--- config.mk ---
export PLATFORM = sky130hd
export DESIGN_NAME = extended_compare_action_scheduler_unit
export DESIGN_NICKNAME = d
export VERILOG_FILES = /design/src/sv/ecas_pkg.sv /design/src/sv/extended_compare_action_scheduler_unit.sv
export SDC_FILE = /design/constraint.sdc
export NUM_CORES = 1
export LEC_CHECK = 0
export BUFFER_PORTS_ARGS = -buffer_cell sky130_fd_sc_hd__buf_2
export CORE_AREA = 2 2 267 190
export DETAILED_ROUTE_END_ITERATION = 16
export DIE_AREA = 0 0 269 192
export PLACE_DENSITY = 0.68
export SYNTH_ARGS = -nofsm -noshare
export SYNTH_HDL_FRONTEND = slang
export SYNTH_SLANG_ARGS = --single-unit
--- constraint.sdc ---
create_clock -name clk -period 7.3 [get_ports clk]
set_clock_uncertainty 0.15 [all_clocks]
set_input_delay 1.095 -clock clk [delete_from_list [all_inputs] [get_ports clk]]
set_output_delay 1.095 -clock clk [all_outputs]
set_load 0.02 [all_outputs]
--- src/sv/ecas_pkg.sv ---
// Shared types, constants and helpers for the extended compare action scheduler.
`default_nettype none

package ecas_pkg;

	// Field and register widths.
	localparam int COUNT_BITS_DEF = 32;
	localparam int TICK_W         = 32;
	localparam int WINDOW_W       = 17;
	localparam int BACKDATE_W     = 14;
	localparam int CMP_W          = 16;
	localparam int APB_ADDR_W     = 3;
	localparam int APB_DATA_W     = 32;

	// Register values after reset.
	localparam logic [WINDOW_W-1:0]   WINDOW_RST   = 17'd32768;
	localparam logic [BACKDATE_W-1:0] BACKDATE_RST = 14'd1024;

	// Register indexes, taken from address bit 2.
	localparam logic REG_WINDOW   = 1'b0;
	localparam logic REG_BACKDATE = 1'b1;

	// Operation codes.
	localparam logic [1:0] OP_SCHEDULE  = 2'd0;
	localparam logic [1:0] OP_CANCEL    = 2'd1;
	localparam logic [1:0] OP_IRQ_EVENT = 2'd2;

	// Status codes as reported in a response.
	localparam logic [1:0] STATUS_IDLE   = 2'd0;
	localparam logic [1:0] STATUS_WAIT   = 2'd1;
	localparam logic [1:0] STATUS_ARMED  = 2'd2;
	localparam logic [1:0] STATUS_MISSED = 2'd3;

	// Scheduler state, one-hot.
	typedef enum logic [3:0] {
		ST_IDLE   = 4'b0001,
		ST_WAIT   = 4'b0010,
		ST_ARMED  = 4'b0100,
		ST_MISSED = 4'b1000
	} sched_state_t;

	// One request item.
	typedef struct packed {
		logic [1:0]        operation;
		logic [TICK_W-1:0] now_ticks;
		logic [TICK_W-1:0] target_ticks;
		logic [TICK_W-1:0] origin_ticks;
		logic              origin_from_now;
		logic [1:0]        pin_action_req;
		logic              match_flag;
	} req_t;

	// One response item.
	typedef struct packed {
		logic [1:0]       status;
		logic             success;
		logic [1:0]       pin_action;
		logic [CMP_W-1:0] compare_value;
		logic             irq_enable;
		logic             notify;
	} rsp_t;

	// Map the one-hot state to its reported status code.
	function automatic logic [1:0] status_code(sched_state_t s);
		logic [1:0] code;
		unique case (s)
			ST_IDLE:   code = STATUS_IDLE;
			ST_WAIT:   code = STATUS_WAIT;
			ST_ARMED:  code = STATUS_ARMED;
			ST_MISSED: code = STATUS_MISSED;
			default:   code = STATUS_IDLE;
		endcase
		return code;
	endfunction

endpackage

`default_nettype wire

--- src/sv/extended_compare_action_scheduler_unit.sv ---
// Top level of the extended compare action scheduler: request register, scheduler, response register.
//
//   Channel   Direction  Handshake                 Payload
//   request   in         req_valid / req_ready     req_data (req_t)
//   response  out        rsp_valid / rsp_ready     rsp_data (rsp_t)
//   config    in         APB psel/penable/pwrite   paddr, pwdata, prdata
//
// A request is registered on acceptance and handled once the response register is free, where one
// subtract-and-compare level updates the scheduler state and loads the response register.
// The response becomes valid when its request leaves the request register; one request is taken each
// cycle while responses are drained, limited only by the response register.
// A stalled response holds its register; the request register then holds one more request.
// Reset clears the scheduler state and both valid flags and loads the configuration defaults.
`default_nettype none

module extended_compare_action_scheduler_unit
	import ecas_pkg::*;
#(
	parameter int COUNT_BITS = COUNT_BITS_DEF
) (
	input  wire logic                  clk,
	input  wire logic                  arst_n,
	input  wire logic                  req_valid,
	output      logic                  req_ready,
	input  wire req_t                  req_data,
	output      logic                  rsp_valid,
	input  wire logic                  rsp_ready,
	output      rsp_t                  rsp_data,
	input  wire logic                  psel,
	input  wire logic                  penable,
	input  wire logic                  pwrite,
	input  wire logic [APB_ADDR_W-1:0] paddr,
	input  wire logic [APB_DATA_W-1:0] pwdata,
	output      logic [APB_DATA_W-1:0] prdata,
	output      logic                  pready
);

	// Configuration registers.
	logic [WINDOW_W-1:0]   window_q;
	logic [BACKDATE_W-1:0] backdate_q;

	// Request stage and response register.
	req_t req_s1;
	logic req_valid_s1;
	rsp_t rsp_q;
	logic rsp_valid_q;

	// Scheduler state.
	sched_state_t          state_q;
	logic [COUNT_BITS-1:0] target_q;
	logic [COUNT_BITS-1:0] origin_q;
	logic [1:0]            wanted_q;
	logic [1:0]            saved_q;
	logic [1:0]            driven_q;
	logic [CMP_W-1:0]      compare_q;
	logic                  irq_q;

	// Next values.
	sched_state_t          state_d;
	logic [COUNT_BITS-1:0] target_d;
	logic [COUNT_BITS-1:0] origin_d;
	logic [1:0]            wanted_d;
	logic [1:0]            saved_d;
	logic [1:0]            driven_d;
	logic [CMP_W-1:0]      compare_d;
	logic                  irq_d;
	logic                  success_d;
	logic                  notify_d;

	// Arithmetic on the registered request.
	logic [COUNT_BITS-1:0] now_c;
	logic [COUNT_BITS-1:0] tgt_c;
	logic [COUNT_BITS-1:0] org_c;
	logic [COUNT_BITS-1:0] backdate_c;
	logic [COUNT_BITS-1:0] window_c;
	logic [COUNT_BITS-1:0] dist_new;
	logic [COUNT_BITS-1:0] dist_old;
	logic [COUNT_BITS-1:0] elapsed_new;
	logic [COUNT_BITS-1:0] span_new;
	logic                  past_new;
	logic                  past_old;
	logic                  in_win_new;
	logic                  in_win_old;
	logic                  advance;

	// The APB port never stalls; a write lands in the access cycle.
	assign pready = 1'b1;

	always_ff @(posedge clk or negedge arst_n) begin
		if (!arst_n) begin
			window_q   <= WINDOW_RST;
			backdate_q <= BACKDATE_RST;
		end else if (psel && penable && pwrite) begin
			unique case (paddr[2])
				REG_WINDOW:   window_q   <= pwdata[WINDOW_W-1:0];
				REG_BACKDATE: backdate_q <= pwdata[BACKDATE_W-1:0];
				default:      window_q   <= window_q;
			endcase
		end
	end

	// Register read back.
	always_comb begin
		unique case (paddr[2])
			REG_WINDOW:   prdata = APB_DATA_W'(window_q);
			REG_BACKDATE: prdata = APB_DATA_W'(backdate_q);
			default:      prdata = '0;
		endcase
	end

	// Handshake: the request stage moves on when the response register is free.
	assign advance   = req_valid_s1 && (!rsp_valid_q || rsp_ready);
	assign req_ready = !req_valid_s1 || advance;
	assign rsp_valid = rsp_valid_q;
	assign rsp_data  = rsp_q;

	always_ff @(posedge clk or negedge arst_n) begin
		if (!arst_n) begin
			req_valid_s1 <= 1'b0;
			rsp_valid_q  <= 1'b0;
		end else begin
			if (req_ready) begin
				req_valid_s1 <= req_valid;
			end
			if (advance) begin
				rsp_valid_q <= 1'b1;
			end else if (rsp_ready) begin
				rsp_valid_q <= 1'b0;
			end
		end
	end

	// Request payload register.
	always_ff @(posedge clk) begin
		if (req_valid && req_ready) begin
			req_s1 <= req_data;
		end
	end

	// Wrap-aware distances. With an origin taken from now, elapsed time is the
	// backdate itself and the span is the target distance plus the backdate.
	always_comb begin
		now_c       = COUNT_BITS'(req_s1.now_ticks);
		tgt_c       = COUNT_BITS'(req_s1.target_ticks);
		org_c       = COUNT_BITS'(req_s1.origin_ticks);
		backdate_c  = COUNT_BITS'(backdate_q);
		window_c    = COUNT_BITS'(window_q);
		dist_new    = tgt_c - now_c;
		dist_old    = target_q - now_c;
		elapsed_new = req_s1.origin_from_now ? backdate_c : now_c - org_c;
		span_new    = req_s1.origin_from_now ? dist_new + backdate_c : tgt_c - org_c;
		past_new    = elapsed_new > span_new;
		past_old    = (now_c - origin_q) > (target_q - origin_q);
		in_win_new  = dist_new < window_c;
		in_win_old  = dist_old < window_c;
	end

	// Scheduler decision for the request in the request stage.
	always_comb begin
		state_d   = state_q;
		target_d  = target_q;
		origin_d  = origin_q;
		wanted_d  = wanted_q;
		saved_d   = saved_q;
		driven_d  = driven_q;
		compare_d = compare_q;
		irq_d     = irq_q;
		success_d = 1'b0;
		notify_d  = 1'b0;
		unique case (req_s1.operation)
			OP_SCHEDULE: begin
				saved_d   = driven_q;
				target_d  = tgt_c;
				origin_d  = req_s1.origin_from_now ? now_c - backdate_c : org_c;
				wanted_d  = req_s1.pin_action_req;
				irq_d     = 1'b1;
				compare_d = req_s1.target_ticks[CMP_W-1:0];
				if (past_new && !req_s1.match_flag) begin
					// Missed: the driven action is left as it was.
					state_d  = ST_MISSED;
					notify_d = 1'b1;
				end else begin
					success_d = 1'b1;
					if (in_win_new) begin
						driven_d = req_s1.pin_action_req;
						state_d  = ST_ARMED;
					end else begin
						state_d = ST_WAIT;
					end
				end
			end
			OP_CANCEL: begin
				if (state_q == ST_WAIT) begin
					irq_d     = 1'b0;
					driven_d  = saved_q;
					state_d   = ST_IDLE;
					success_d = 1'b1;
				end else if (state_q == ST_ARMED) begin
					compare_d = req_s1.now_ticks[CMP_W-1:0] - CMP_W'(1);
					irq_d     = 1'b0;
					driven_d  = saved_q;
					state_d   = ST_IDLE;
					success_d = !req_s1.match_flag;
				end
			end
			OP_IRQ_EVENT: begin
				if (irq_q) begin
					if (past_old) begin
						irq_d    = 1'b0;
						state_d  = (state_q == ST_WAIT) ? ST_MISSED : ST_IDLE;
						notify_d = 1'b1;
					end else if (in_win_old) begin
						driven_d = wanted_q;
						state_d  = ST_ARMED;
					end else begin
						state_d = ST_WAIT;
					end
				end
			end
			default: begin
				state_d = state_q;
			end
		endcase
	end

	// Scheduler state registers.
	always_ff @(posedge clk or negedge arst_n) begin
		if (!arst_n) begin
			state_q   <= ST_IDLE;
			target_q  <= '0;
			origin_q  <= '0;
			wanted_q  <= '0;
			saved_q   <= '0;
			driven_q  <= '0;
			compare_q <= '0;
			irq_q     <= 1'b0;
		end else if (advance) begin
			state_q   <= state_d;
			target_q  <= target_d;
			origin_q  <= origin_d;
			wanted_q  <= wanted_d;
			saved_q   <= saved_d;
			driven_q  <= driven_d;
			compare_q <= compare_d;
			irq_q     <= irq_d;
		end
	end

	// Response payload register.
	always_ff @(posedge clk) begin
		if (advance) begin
			rsp_q.status        <= status_code(state_d);
			rsp_q.success       <= success_d;
			rsp_q.pin_action    <= driven_d;
			rsp_q.compare_value <= compare_d;
			rsp_q.irq_enable    <= irq_d;
			rsp_q.notify        <= notify_d;
		end
	end

endmodule

`default_nettype wire

==> flow_summary_export.csv <==
group,metric,value,unit
outcome,status,"complete, no violations",
timing,finalCritPeriodShare,0.968,
global_routing,grt_pass1_vias,21407,
layout,final_common_cell,"nand2_1",
synthesis,synth_compound_area_frac,0.218,
route,drt_first_iter_violations,2612,
setup_path,r2r_cells,33,
timing,slew_headroom,0.309,
setup_path,path_max_fanout,5,
global_routing,grtUsageTotal,0.316,
setup_path,required,7.56,ns
global_routing,grt.busiest_layer,"met1",
synthesis,ys.flop_type,"edfxtp_1",
global_routing,grt_use_met2,0.421,
synthesis,synth.mux.area_fraction,0.0324,
layout,num-nets-final,3554,
die,placementRows,68,
global_routing,overflow,0,
placement,placedInstanceArea,26500,sq um
cts,numCtsBuffers,28,
global_routing,antenna_found_initial,1,
route,drc,0,
synthesis,syn_inst,2855,
setup_path,cp_slowest_cell,"edfxtp_1",
setup_path,max_stage_delay,0.55,ns
timing,hold_violations,0,
synthesis,synth_cell_types,97,
layout,postLayoutCellArea,27600,sq um
synthesis,syn_area,24300,sq um
setup_path,worst_setup_path_start_kind,"flip-flop",
synthesis,synth-xor-area-share,0.0710,
route,vias_per_cell,6.10,
placement,place_congestion,1.00,
cts,ctsHoldBuffers,0,
layout,fin_cells,3780,
synthesis,synth_area_per_cell,8.50,sq um
route,ant_nets,0,
layout,fillCellCount,4483,
synthesis,yosysWarnings,0,
setup_path,cp.arrival,7.33,ns
layout,final_cell_mix,"nand2_1 (308), ha_1 (307), o21ai_0 (200)",
die,coreArea,48900,sq um
layout,drive_gt1_frac,0.145,
setup_path,setup.worst_path.start,"tgt_c[1]",
route,dr.pass1.iters,7,
cts,cts.sinks,249,
setup_path,crit_family,"simple AND/OR/NAND/NOR gates",
die,die_w,269,um
route,drt_wl_total,82700,um
synthesis,synth_top_family_by_area,"compound AO/OA/AOI/OAI gates",
synthesis,yosys.area_share.adder,0.166,
timing,maxSlewViolCount,0,
setup_path,path_class,"reg -> reg",
timing,setup_violations,0,
power_and_ir_drop,p_leak,12.7,nW
synthesis,synth-simple-area-share,0.184,
synthesis,async_flop_share,0.498,
global_routing,grtUsageMet1,0.518,
layout,area_growth,13.7,%
synthesis,ys_seq_elements,249,
cts,cts.path.max_buffers,3,
timing,max_freq,141,MHz
die,die_area,51600,sq um
placement,numPortBuffers,168,
layout,ff_latch_area,6860,sq um
setup_path,end_kind,"flip-flop",
cts,cts-root-buf,"clkbuf_16",
power_and_ir_drop,totalPowerFinal,8.44,mW
timing,fin_crit,7.07,ns
global_routing,grt_pass1_wl,124000,um
power_and_ir_drop,vdd_drop_max,219,uV
placement,dp.final_hpwl,67200,um
synthesis,seq_area_frac_synth,0.283,
setup_path,cp_num_buf_inv,6,
cts,clk_pin_slew,0.07,ns
synthesis,synth_edf_count,125,
cts,cts_tree,"yes",
cts,clk_latency,0.59,ns
hold_path,min_path_type,"in -> async",
cts,htreeDepth,1,
global_routing,grt_max_degree,120,
placement,dp_cells,3724,
power_and_ir_drop,powerDensity,306,nW/um^2
global_routing,globalRouteMet3Util,0.0636,
timing,tightest_slew,1.04,ns
die,initial_utilization,0.496,
setup_path,cp.depth,33,
route,num_vias,23056,
die,pin_count,202,
route,wl_per_cell,21.9,um
layout,n_antenna_cell,0,
layout,multiInputGateArea,16500,sq um
die,die_height,192,um
setup_path,regToRegStartpoint,"tgt_c[1]",
run,drv_cap,0,
layout,utilization,0.564,
## registers in the layout (all words and copies together) (netlist names)
register,cells
backdate_q,14
compare_q,16
driven_q,2
irq_q,1
now_c,32
org_c,32
origin_q,32
req_s1,6
req_valid_s1,1
rsp_data,23
rsp_valid,1
saved_q,2
state_q,4
target_q,32
tgt_c,32
wanted_q,2
window_q,17
## synthesized netlist by cell type, types with 9 or more instances
cell      number  share of area
ha_1         309           0.16
nand2_1      309          0.048
o21ai_0      205          0.042
a21oi_1      201          0.041
nor2_1       197          0.030
inv_1        187          0.029
edfxtp_1     125           0.15
xnor2_1      123          0.044
dfrtp_1      121           0.12
a21o_1       108          0.033
nor3_1        77          0.016
xor2_1        72          0.026
clkbuf_1      68          0.011
nand3_1       58          0.012
mux2_2        48          0.022
nand2b_1      47          0.012
o21a_1        41          0.013
a31oi_1       37         0.0095
nor2b_1       36         0.0093
nand4_1       35         0.0090
o211ai_1      35          0.011
or3_1         27         0.0070
a211oi_1      24         0.0074
mux2i_1       23         0.0095
and3_1        22         0.0057
nor4_1        20         0.0052
o21bai_1      18         0.0056
and2_1        17         0.0044
or2_2         17         0.0044
buf_4         16         0.0049
a211o_1       14         0.0051
o31ai_1       14         0.0043
a21boi_0      12         0.0037
o22a_1        10         0.0036
o31a_1         9         0.0032
## power breakdown
group	leakage [nW]	total [mW]	switching, mW	internal, mW
clock network	0.478	1.51	0.626	0.882
logic	9.56	4.94	2.86	2.08
registers	2.71	1.99	0.240	1.75
total	12.7	8.44	3.72	4.72
## path summary, 6_finish.rpt
| kind | to | slack, ns |
|---|---|---|
| min reg2reg | compare_q[15] | 0.34 |
| max | rsp_data[18] | 0.23 |
| min in group clk | compare_q[15] | 0.34 |
| max in group asynchronous | origin_q[29] | 5.25 |
| max reg2reg | rsp_data[18] | 0.23 |
| min | compare_q[0] | 0.31 |
## cell families (layout without fill, tap and decap cells)
logic type | after synthesis | count (layout)
adder cells (fa/ha/maj) | 317 | 317
other | 2 | 16
multiplexers | 72 | 72
flip-flops | 249 | 249
AO/OA/AOI/OAI | 820 | 820
buffers and inverters | 279 | 525
XOR/XNOR | 196 | 196
AND/OR/NAND/NOR | 920 | 920
## per-stage QoR
step | TNS, ns | hold WS, ns | setup slack, ns
6_report | 0 | 0.313 | 0.231
5_1_grt | -0.293 | 0.351 | -0.0748
4_1_cts | 0 | 0.312 | 0.00811
3_5_place_dp | -0.0631 | 0.313 | -0.0362
3_3_place_gp | 0 | 0.308 | 0.0985
2_1_floorplan | 0 | 0.282 | 0.643
## final cells by class
| cell class | instances | area share |
|---|---|---|
| multi-input combinational | 2341 | 0.597 |
| sequential | 249 | 0.249 |
| timing repair buffer | 283 | 0.0626 |
| clock buffer | 43 | 0.0312 |
| tap | 665 | 0.0302 |
| inverter | 190 | 0.0260 |
| clock inverter | 9 | 0.00399 |
## per-layer routing
metal / share of wire / vias up
met5: 0 / -
met4: 0.013 / 0
met3: 0.12 / 78
met2: 0.37 / 1148
met1: 0.49 / 10948
li1: - / 10882
## timing repair
action | 4_1_cts | 5_1_grt
setup buffers | 0 | 4
setup endpoints to repair | 6 | 10
resized for setup | 1 | 28
pin swaps | 0 | 11
(Power assumes the default switching activity.)
